## config.mk

```make
export PLATFORM = sky130hd
export DESIGN_NAME = serial_move_command_parser
export DESIGN_NICKNAME = d
export VERILOG_FILES = /design/src/rtl/smcp_pkg.sv /design/src/rtl/serial_move_command_parser.sv /design/src/rtl/smcp_line_parser.sv /design/src/rtl/smcp_result_queue.sv
export SDC_FILE = /design/constraint.sdc
export NUM_CORES = 1
export LEC_CHECK = 0
export BUFFER_PORTS_ARGS = -buffer_cell sky130_fd_sc_hd__clkbuf_2
export CAP_MARGIN = 20
export CORE_MARGIN = 3
export CORE_UTILIZATION = 56
export CTS_CLUSTER_SIZE = 14
export DETAILED_ROUTE_END_ITERATION = 10
export GPL_ROUTABILITY_DRIVEN = 0
export PLACE_DENSITY_LB_ADDON = 0.12
export SLEW_MARGIN = 20
export SYNTH_ARGS = -nofsm -noshare
export SYNTH_HDL_FRONTEND = slang
export SYNTH_SLANG_ARGS = --single-unit
```

## constraint.sdc

```tcl
create_clock -name aclk -period 8.1 [get_ports aclk]
set_input_delay 0.405 -clock aclk [delete_from_list [all_inputs] [get_ports aclk]]
set_output_delay 0.405 -clock aclk [all_outputs]
set_load 0.05 [all_outputs]
```

## src/rtl/smcp_pkg.sv

```systemverilog
// Package for the serial move command parser.
// Holds reply codes, character constants and the types shared by the parser,
// the result queue and the top level. No dependencies.
package smcp_pkg;

    typedef enum logic [2:0] {
        RPL_OK   = 3'd0,
        RPL_PONG = 3'd1,
        RPL_ERR  = 3'd2,
        RPL_BUSY = 3'd3,
        RPL_MOVE = 3'd4
    } reply_t;

    typedef enum logic [1:0] {
        FW_NONE = 2'd0,
        FW_PING = 2'd1,
        FW_MOVE = 2'd2
    } first_word_t;

    localparam logic [7:0] CH_NUL   = 8'h00;
    localparam logic [7:0] CH_TAB   = 8'h09;
    localparam logic [7:0] CH_LF    = 8'h0A;
    localparam logic [7:0] CH_VT    = 8'h0B;
    localparam logic [7:0] CH_FF    = 8'h0C;
    localparam logic [7:0] CH_CR    = 8'h0D;
    localparam logic [7:0] CH_SPACE = 8'h20;
    localparam logic [7:0] CH_PLUS  = 8'h2B;
    localparam logic [7:0] CH_MINUS = 8'h2D;
    localparam logic [7:0] CH_0     = 8'h30;
    localparam logic [7:0] CH_9     = 8'h39;
    localparam logic [7:0] CH_M     = 8'h4D;
    localparam logic [7:0] CH_P     = 8'h50;

    localparam logic [31:0] WORD_PING = "PING";
    localparam logic [31:0] WORD_MOVE = "MOVE";

    localparam logic [31:0] INT_MAX   = 32'h7FFF_FFFF;
    localparam logic [35:0] MAG_LIMIT = 36'h0_8000_0000;

    // Per-line parse state, cleared at every line end.
    typedef struct packed {
        logic        text_ended;
        logic        inside_token;
        logic [1:0]  token_count;
        logic [2:0]  token_char_pos;
        first_word_t first_word_match;
        logic        number_negative;
        logic        number_has_digit;
        logic        number_invalid;
        logic [31:0] number_magnitude;
        logic [31:0] pan_value;
    } line_st_t;

    typedef struct packed {
        reply_t      reply;
        logic [31:0] pan_count;
        logic [31:0] tilt_count;
        logic        last_of_run;
    } result_t;

    // Results caused by one input word: count is 0, 1 or 2.
    typedef struct packed {
        logic [1:0] count;
        result_t    first;
        result_t    second;
    } result_pair_t;

endpackage

```

## src/rtl/serial_move_command_parser.sv

```systemverilog
// Top level of the serial move command parser: stream ports, input register,
// parser core and result queue. Depends on smcp_pkg, smcp_line_parser and
// smcp_result_queue.
//
// Accepts one word per cycle: a received serial byte (s_tuser low) or a
// status tick (s_tuser high), each with the current motion busy flag. Bytes
// build lines ending at CR or LF; a line of PING answers PONG, a line
// "MOVE <pan> <tilt>" with base-10 signed integers (clamped to 32 bits)
// gives a start move request, or BUSY while motion is busy, and any other
// non-blank line answers ERR. Lines longer than LINE_CHARS-1 bytes are
// dropped without a reply. Whenever a move is pending and a word arrives
// with motion idle, OK goes out first. A word passes through the input
// register, then the parse into the result queue, before its first result
// appears; the parse itself handles one word per cycle while the queue has
// room for two results. A word can yield up to two results, and the
// output drains one result per cycle while m_tready is high, so a run of
// two-result words slows input once the four-entry result queue fills.
// m_tlast marks the final result caused by one input word.
module serial_move_command_parser #(
    parameter int LINE_CHARS = 64
) (
    input  logic        aclk,
    input  logic        aresetn,
    input  logic        s_tvalid,
    output logic        s_tready,
    input  logic [15:0] s_tdata,   // [7:0] rx_byte, [8] motion_busy, [15:9] zero
    input  logic        s_tuser,   // [0] func
    output logic        m_tvalid,
    input  logic        m_tready,
    output logic [71:0] m_tdata,   // [2:0] reply, [34:3] pan_count, [66:35] tilt_count,
                                   // [71:67] zero
    output logic        m_tlast    // last_of_run
);
    import smcp_pkg::*;

    logic         in_valid_reg;
    logic         func_reg;
    logic [7:0]   rx_byte_reg;
    logic         busy_reg;
    logic         room_two;
    logic         proc_fire;
    logic         s_fire;
    result_pair_t results;
    result_t      head;

    // Advance the input register when its word is parsed this cycle.
    assign proc_fire = in_valid_reg && room_two;
    assign s_tready  = !in_valid_reg || proc_fire;
    assign s_fire    = s_tvalid && s_tready;

    always_ff @(posedge aclk) begin
        if (!aresetn) begin
            in_valid_reg <= 1'b0;
        end else if (s_tready) begin
            in_valid_reg <= s_tvalid;
        end
    end

    // Hold the payload until the parse takes it.
    always_ff @(posedge aclk) begin
        if (s_fire) begin
            func_reg    <= s_tuser;
            rx_byte_reg <= s_tdata[7:0];
            busy_reg    <= s_tdata[8];
        end
    end

    smcp_line_parser #(
        .LINE_CHARS(LINE_CHARS)
    ) u_parser (
        .aclk       (aclk),
        .aresetn    (aresetn),
        .step       (proc_fire),
        .func       (func_reg),
        .rx_byte    (rx_byte_reg),
        .motion_busy(busy_reg),
        .results    (results)
    );

    smcp_result_queue u_queue (
        .aclk     (aclk),
        .aresetn  (aresetn),
        .push     (results),
        .room_two (room_two),
        .out_valid(m_tvalid),
        .out_ready(m_tready),
        .out_data (head)
    );

    assign m_tdata = {5'd0, head.tilt_count, head.pan_count, 3'(head.reply)};
    assign m_tlast = head.last_of_run;

    assert property (@(posedge aclk) disable iff (!aresetn)
        !proc_fire |-> results.count == 2'd0)
        else $error("results produced without a parsed word");

    assert property (@(posedge aclk) disable iff (!aresetn)
        in_valid_reg && !room_two |=> in_valid_reg && $stable(rx_byte_reg))
        else $error("stalled input word lost");

    assert property (@(posedge aclk)
        !aresetn |=> !m_tvalid && !in_valid_reg)
        else $error("state not cleared by reset");

endmodule

```

## src/rtl/smcp_line_parser.sv

```systemverilog
// Line parser core of the serial move command parser.
// Holds the line and move-pending state and turns one word into up to two
// results combinationally. Depends on smcp_pkg.
module smcp_line_parser #(
    parameter int LINE_CHARS = 64
) (
    input  logic                 aclk,
    input  logic                 aresetn,
    input  logic                 step,
    input  logic                 func,
    input  logic [7:0]           rx_byte,
    input  logic                 motion_busy,
    output smcp_pkg::result_pair_t results
);
    import smcp_pkg::*;

    localparam int LEN_W = (LINE_CHARS > 2) ? $clog2(LINE_CHARS) : 1;
    localparam logic [LEN_W-1:0] LEN_MAX = LEN_W'(LINE_CHARS - 1);

    line_st_t         st_reg, st_next;
    logic [LEN_W-1:0] len_reg, len_next;
    logic             discard_reg, discard_next;
    logic             pending_reg, pending_next;

    function automatic logic [31:0] clamp_value(line_st_t s);
        logic [31:0] v;
        if (s.number_negative) begin
            v = 32'd0 - s.number_magnitude;
        end else begin
            v = (s.number_magnitude > INT_MAX) ? INT_MAX : s.number_magnitude;
        end
        return v;
    endfunction

    function automatic line_st_t end_token(line_st_t s_in);
        line_st_t s;
        s = s_in;
        if (s.inside_token) begin
            s.inside_token = 1'b0;
            if (s.token_count == 2'd0) begin
                if (s.token_char_pos != 3'd4) begin
                    s.first_word_match = FW_NONE;
                end
            end else if (s.token_count <= 2'd2) begin
                if (!s.number_has_digit) begin
                    s.number_invalid = 1'b1;
                end
                if (s.token_count == 2'd1) begin
                    s.pan_value = clamp_value(s);
                end
            end
            if (s.token_count < 2'd3) begin
                s.token_count = s.token_count + 2'd1;
            end
        end
        return s;
    endfunction

    function automatic line_st_t feed_char(line_st_t s_in, logic [7:0] ch);
        line_st_t    s;
        logic [35:0] mag;
        logic [1:0]  p;
        s   = s_in;
        mag = '0;
        p   = s_in.token_char_pos[1:0];
        if (!s.inside_token) begin
            s.inside_token   = 1'b1;
            s.token_char_pos = 3'd0;
            p                = 2'd0;
            if (s.token_count == 2'd1 || s.token_count == 2'd2) begin
                s.number_negative  = 1'b0;
                s.number_has_digit = 1'b0;
                s.number_magnitude = '0;
            end
        end
        if (s.token_count == 2'd0) begin
            if (s.token_char_pos == 3'd0) begin
                s.first_word_match = (ch == CH_P) ? FW_PING :
                                     (ch == CH_M) ? FW_MOVE : FW_NONE;
            end else if (s.token_char_pos < 3'd4) begin
                if (s.first_word_match == FW_PING && ch != WORD_PING[8*(3-p) +: 8]) begin
                    s.first_word_match = FW_NONE;
                end else if (s.first_word_match == FW_MOVE &&
                             ch != WORD_MOVE[8*(3-p) +: 8]) begin
                    s.first_word_match = FW_NONE;
                end
            end else begin
                s.first_word_match = FW_NONE;
            end
            if (s.token_char_pos < 3'd5) begin
                s.token_char_pos = s.token_char_pos + 3'd1;
            end
        end else if (s.token_count <= 2'd2) begin
            if (ch >= CH_0 && ch <= CH_9) begin
                // times ten as two shifts, then add the digit and saturate
                mag = ({4'd0, s.number_magnitude} << 3) + ({4'd0, s.number_magnitude} << 1)
                    + {32'd0, ch[3:0]};
                s.number_magnitude = (mag > MAG_LIMIT) ? MAG_LIMIT[31:0] : mag[31:0];
                s.number_has_digit = 1'b1;
                s.token_char_pos   = 3'd2;
            end else if (s.token_char_pos == 3'd0 && (ch == CH_VT || ch == CH_FF)) begin
                s.number_invalid = s.number_invalid;
            end else if (s.token_char_pos == 3'd0 && (ch == CH_PLUS || ch == CH_MINUS)) begin
                s.number_negative = (ch == CH_MINUS);
                s.token_char_pos  = 3'd1;
            end else begin
                s.number_invalid = 1'b1;
            end
        end
        return s;
    endfunction

    always_comb begin
        logic    ok_hit;
        logic    line_hit;
        result_t line_res;
        line_st_t s;

        st_next      = st_reg;
        len_next     = len_reg;
        discard_next = discard_reg;
        pending_next = pending_reg;
        ok_hit       = 1'b0;
        line_hit     = 1'b0;
        line_res     = '0;
        s            = st_reg;

        if (step) begin
            if (pending_reg && !motion_busy) begin
                pending_next = 1'b0;
                ok_hit       = 1'b1;
            end
            if (!func) begin
                if (rx_byte inside {CH_CR, CH_LF}) begin
                    if (discard_reg) begin
                        discard_next = 1'b0;
                        st_next      = '0;
                        len_next     = '0;
                    end else if (len_reg != '0) begin
                        s = end_token(st_reg);
                        if (s.token_count == 2'd0) begin
                            line_hit = 1'b0;
                        end else if (s.token_count == 2'd1 && s.first_word_match == FW_PING) begin
                            line_hit       = 1'b1;
                            line_res.reply = RPL_PONG;
                        end else if (s.token_count == 2'd3 && s.first_word_match == FW_MOVE &&
                                     !s.number_invalid) begin
                            line_hit = 1'b1;
                            if (motion_busy) begin
                                line_res.reply = RPL_BUSY;
                            end else begin
                                line_res.reply      = RPL_MOVE;
                                line_res.pan_count  = s.pan_value;
                                line_res.tilt_count = clamp_value(s);
                                pending_next        = 1'b1;
                            end
                        end else begin
                            line_hit       = 1'b1;
                            line_res.reply = RPL_ERR;
                        end
                        st_next  = '0;
                        len_next = '0;
                    end
                end else if (!discard_reg) begin
                    if (len_reg < LEN_MAX) begin
                        len_next = len_reg + LEN_W'(1);
                        if (!st_reg.text_ended) begin
                            if (rx_byte == CH_NUL) begin
                                st_next            = end_token(st_reg);
                                st_next.text_ended = 1'b1;
                            end else if (rx_byte inside {CH_SPACE, CH_TAB}) begin
                                st_next = end_token(st_reg);
                            end else begin
                                st_next = feed_char(st_reg, rx_byte);
                            end
                        end
                    end else begin
                        st_next      = '0;
                        len_next     = '0;
                        discard_next = 1'b1;
                    end
                end
            end
        end

        line_res.last_of_run = 1'b1;
        results.count  = {1'b0, ok_hit} + {1'b0, line_hit};
        results.second = line_res;
        if (ok_hit) begin
            results.first             = '0;
            results.first.reply       = RPL_OK;
            results.first.last_of_run = !line_hit;
        end else begin
            results.first = line_res;
        end
    end

    always_ff @(posedge aclk) begin
        if (!aresetn) begin
            st_reg      <= '0;
            len_reg     <= '0;
            discard_reg <= 1'b0;
            pending_reg <= 1'b0;
        end else begin
            st_reg      <= st_next;
            len_reg     <= len_next;
            discard_reg <= discard_next;
            pending_reg <= pending_next;
        end
    end

    assert property (@(posedge aclk) disable iff (!aresetn)
        results.count == 2'd2 |-> results.first.reply == RPL_OK && !results.first.last_of_run)
        else $error("two results without leading OK");

    assert property (@(posedge aclk) disable iff (!aresetn)
        step && results.second.reply == RPL_MOVE && results.count != 2'd0 |=> pending_reg)
        else $error("move request did not set pending");

    assert property (@(posedge aclk) disable iff (!aresetn)
        discard_reg |-> len_reg == '0)
        else $error("discarded line kept a length");

endmodule

```

## src/rtl/smcp_result_queue.sv

```systemverilog
// Result queue of the serial move command parser.
// Four-entry register queue that takes up to two results a cycle and hands
// out one while out_ready is high. Depends on smcp_pkg.
module smcp_result_queue (
    input  logic                     aclk,
    input  logic                     aresetn,
    input  smcp_pkg::result_pair_t   push,
    output logic                     room_two,
    output logic                     out_valid,
    input  logic                     out_ready,
    output smcp_pkg::result_t        out_data
);
    import smcp_pkg::*;

    localparam int DEPTH = 4;
    localparam int PTR_W = $clog2(DEPTH);
    localparam int CNT_W = PTR_W + 1;

    result_t          mem_reg [DEPTH];
    logic [PTR_W-1:0] wr_ptr_reg, wr_ptr_next;
    logic [PTR_W-1:0] rd_ptr_reg, rd_ptr_next;
    logic [CNT_W-1:0] count_reg, count_next;
    logic             pop;

    assign out_valid = (count_reg != '0);
    assign out_data  = mem_reg[rd_ptr_reg];
    assign room_two  = (count_reg <= CNT_W'(DEPTH - 2));
    assign pop       = out_valid && out_ready;

    always_comb begin
        wr_ptr_next = wr_ptr_reg + PTR_W'(push.count);
        rd_ptr_next = rd_ptr_reg + PTR_W'(pop);
        count_next  = count_reg + CNT_W'(push.count) - CNT_W'(pop);
    end

    always_ff @(posedge aclk) begin
        if (push.count != 2'd0) begin
            mem_reg[wr_ptr_reg] <= push.first;
        end
        if (push.count == 2'd2) begin
            mem_reg[wr_ptr_reg + PTR_W'(1)] <= push.second;
        end
    end

    always_ff @(posedge aclk) begin
        if (!aresetn) begin
            wr_ptr_reg <= '0;
            rd_ptr_reg <= '0;
            count_reg  <= '0;
        end else begin
            wr_ptr_reg <= wr_ptr_next;
            rd_ptr_reg <= rd_ptr_next;
            count_reg  <= count_next;
        end
    end

    assert property (@(posedge aclk) disable iff (!aresetn)
        count_reg <= CNT_W'(DEPTH))
        else $error("result queue count out of range");

    assert property (@(posedge aclk) disable iff (!aresetn)
        push.count != 2'd0 |-> count_reg <= CNT_W'(DEPTH) - CNT_W'(push.count))
        else $error("result queue overflow");

    assert property (@(posedge aclk) disable iff (!aresetn)
        count_reg == '0 |-> wr_ptr_reg == rd_ptr_reg)
        else $error("result queue pointers disagree with count");

endmodule

```

==> impl_metrics.json <==
{
  "min_path_cells": 1,
  "antenna_found_initial": 0,
  "hold_slack_ps": 27.43,
  "rsz0062_at_grt": "false",
  "yosysMostFrequentCell": "nor2_1",
  "worstRegToRegCells": 15,
  "tightest_slew_ps": 1088,
  "design_area_um2": 21770,
  "cts_tree": "yes",
  "yosysWarnings": 0,
  "post-cts-setup-buffers": 0,
  "netlist.area_leader.share_pct": 42.44,
  "multi_input_area_um2": 8760,
  "vdd_drop_max_mv": 0.2073,
  "cp-startpoint": "u_parser.st_reg[72]$_SDFFE_PN0P_",
  "htree_num_levels": 2,
  "grt-ovfl-total": 0,
  "endpoint_kind": "register",
  "final.setup.tns_ps": 0,
  "synth-simple-area-share_pct": 16.00,
  "ys_seq_elements": 374,
  "synth_top_family_by_area": "simple AND/OR/NAND/NOR gates",
  "finalCritPeriodShare_pct": 64.27,
  "synth_fa_ha_area_share_pct": 5.521,
  "status": "finished clean",
  "fin_skew_ps": 22.28,
  "hold_class": "in -> reg",
  "synth.area.mux_share_pct": 8.873,
  "finalHoldViolCount": 0,
  "insertion_delay_ps": 550,
  "hold_start": "s_tdata[1]",
  "syn_area_um2": 19670,
  "crit_fanout": 35,
  "largest_register_ffs": 272,
  "power_density_nw_per_um2": 251.6,
  "clkTransAtPathRegs_ps": 60,
  "start_util_pct": 56.94,
  "die-area_um2": 37410,
  "startpoint_type": "register",
  "drv_slew": 0,
  "drive_gt1_share_pct": 17.17,
  "routedWlPerCell_um": 20.85,
  "synth_xor_area_share_pct": 1.737,
  "diodes": 0,
  "hpwl_um": 29590,
  "async_flop_share_pct": 0,
  "dpl_cell_area_um2": 20300,
  "final_nets": 1891,
  "arrival_ps": 5680,
  "drt_iter0_markers": 1229,
  "drt_pass1_iterations": 5,
  "io_buffers": 83,
  "ctsHoldBuffers": 0,
  "fillers": 2765,
  "die_w_um": 193.4,
  "routed-via-count": 13827,
  "drc_errors": 0,
  "crit_type": "reg -> reg",
  "numCtsBuffers": 40,
  "synthTopCellsByArea": "edfxtp_1 42%, dfxtp_1 9.8%, mux4_2 7.8%",
  "synth_top_area_cell": "edfxtp_1",
  "cap_violations": 0,
  "max_freq_mhz": 192.1,
  "syn2layout_area_growth_pct": 10.69,
  "core_area_um2": 34540,
  "slew_headroom_pct": 27.49,
  "die-height_um": 193.4,
  "ys_types": 91,
  "min_period_ps": 5206,
  "synth_commonest_cells": "356 x nor2_1, 278 x edfxtp_1, 110 x nand2_1, 96 x dfxtp_1, 82 x ha_1",
  "setup_viol": 0,
  "grt_start_max_net_pins": 69,
  "avgSynthCellArea_um2": 11.22,
  "dp.cells": 2197,
  "grt_usage_pct": 25.11,
  "synth_edf_count": 278,
  "drt-total-wl_um": 47380,
  "cts_buffer_depth": 3,
  "synth_compound_area_share_pct": 11.89,
  "final_cells": 2272,
  "drtAntennaViolNets": 0,
  "required_ps": 8570,
  "p_total_mw": 5.478,
  "yosysSeqAreaShare_pct": 52.21,
  "fp-row-count": 68,
  "postCtsResizedCells": 0,
  "ys.flop_type": "edfxtp_1",
  "num_io_pins": 96,
  "grt_first_pass_wirelength_um": 75790,
  "viasPerCell": 6.086,
  "seq_area_um2": 10280,
  "grt_pass1_vias": 13936,
  "cts_root_buf": "clkbuf_16",
  "cts_sinks": 374,
  "reg2reg_from": "u_parser.st_reg[72]$_SDFFE_PN0P_",
  "syn_inst": 1753,
  "leakage_nw": 7.115
}
[per-layer routing]
layer | vias to the layer above | GRT usage, % | routed length (um)
met5 | - | 0 | 0
met3 | 73 | 3.570 | 2748
met4 | 0 | 7.286 | 1215
met1 | 6827 | 34.28 | 20230
li1 | 6506 | - | -
met2 | 421 | 42.37 | 23180
[power by group]
group / internal (mW) / switching (mW)
combinational: 0.434 / 0.929
clock: 1.23 / 0.760
sequential: 2.05 / 0.0684
[area by class of cell]
| cell class | count | share of cell area, % |
|---|---|---|
| flip-flops and latches | 374 | 47.20 |
| repair buffers | 102 | 2.580 |
| multi-input cells | 1228 | 40.23 |
| clock inverters | 21 | 1.356 |
| inverters | 39 | 0.6724 |
| well taps | 455 | 2.615 |
| clock buffers | 53 | 5.339 |
[through the flow]
step	utilization [%]	setup slack [ps]
3_3_place_gp	58.77	2546
6_report	63.03	2894
3_5_place_dp	58.77	2481
2_1_floorplan	-	-711.6
5_1_grt	63.03	2570
4_1_cts	62.99	2446
[worst max-delay path, cell delays in order, from the launching register on]
cell	delay, ps
dfxtp_1	420
inv_1	70
ha_1	310
nand2b_2	360
and2_1	350
fa_1	500
ha_1	310
a211oi_1	320
o21a_1	230
o211ai_1	210
a22oi_1	320
a21oi_1	110
o311ai_1	350
and3_1	690
buf_4	360
a32o_1	200
[cell families (layout without fill, tap and decap cells)]
group,count (synthesis),count (layout)
AO/OA/AOI/OAI,331,331
other,1,5
buffers and inverters,155,215
AND/OR/NAND/NOR,681,681
XOR/XNOR,39,39
flip-flops,374,374
multiplexers,87,87
adder cells (fa/ha/maj),85,85
[path summary, 6_finish.rpt]
| kind | end | slack [ps] |
|---|---|---|
| max | u_parser.st_reg[47]$_SDFFE_PN0P_ | 2890 |
| min | rx_byte_reg[1]$_DFFE_PP_ | 30 |
| max reg2reg | u_parser.st_reg[47]$_SDFFE_PN0P_ | 2890 |
| min reg2reg | register | 470 |
[placed cells by master, fill, tap and decap left out, types with 8 or more instances in the layout]
| cell | synthesis | final |
|---|---|---|
| nor2_1 | 356 | 356 |
| and3_1 | 8 | 8 |
| clkbuf_2 | 0 | 83 |
| xor2_1 | 14 | 14 |
| o211ai_1 | 9 | 9 |
| a21o_1 | 12 | 12 |
| mux2_2 | 15 | 15 |
| nand4_1 | 19 | 19 |
| o21ai_1 | 11 | 11 |
| nor2b_1 | 10 | 10 |
| nand2b_1 | 9 | 8 |
| a32o_1 | 31 | 31 |
| clkbuf_16 | 0 | 42 |
| ha_1 | 82 | 82 |
| and2_1 | 62 | 62 |
| nand3_1 | 32 | 30 |
| xnor2_1 | 25 | 25 |
| or2_2 | 11 | 10 |
| o21ai_0 | 68 | 67 |
| inv_1 | 39 | 39 |
| a211oi_1 | 14 | 11 |
| mux4_2 | 68 | 68 |
| nor3_1 | 16 | 15 |
| nand2_1 | 110 | 110 |
| o21a_1 | 25 | 25 |
| a21oi_1 | 77 | 77 |
| buf_4 | 8 | 18 |
| a2bb2oi_1 | 11 | 11 |
| edfxtp_1 | 278 | 278 |
| dfxtp_1 | 96 | 94 |
(Power assumes the default switching activity.)
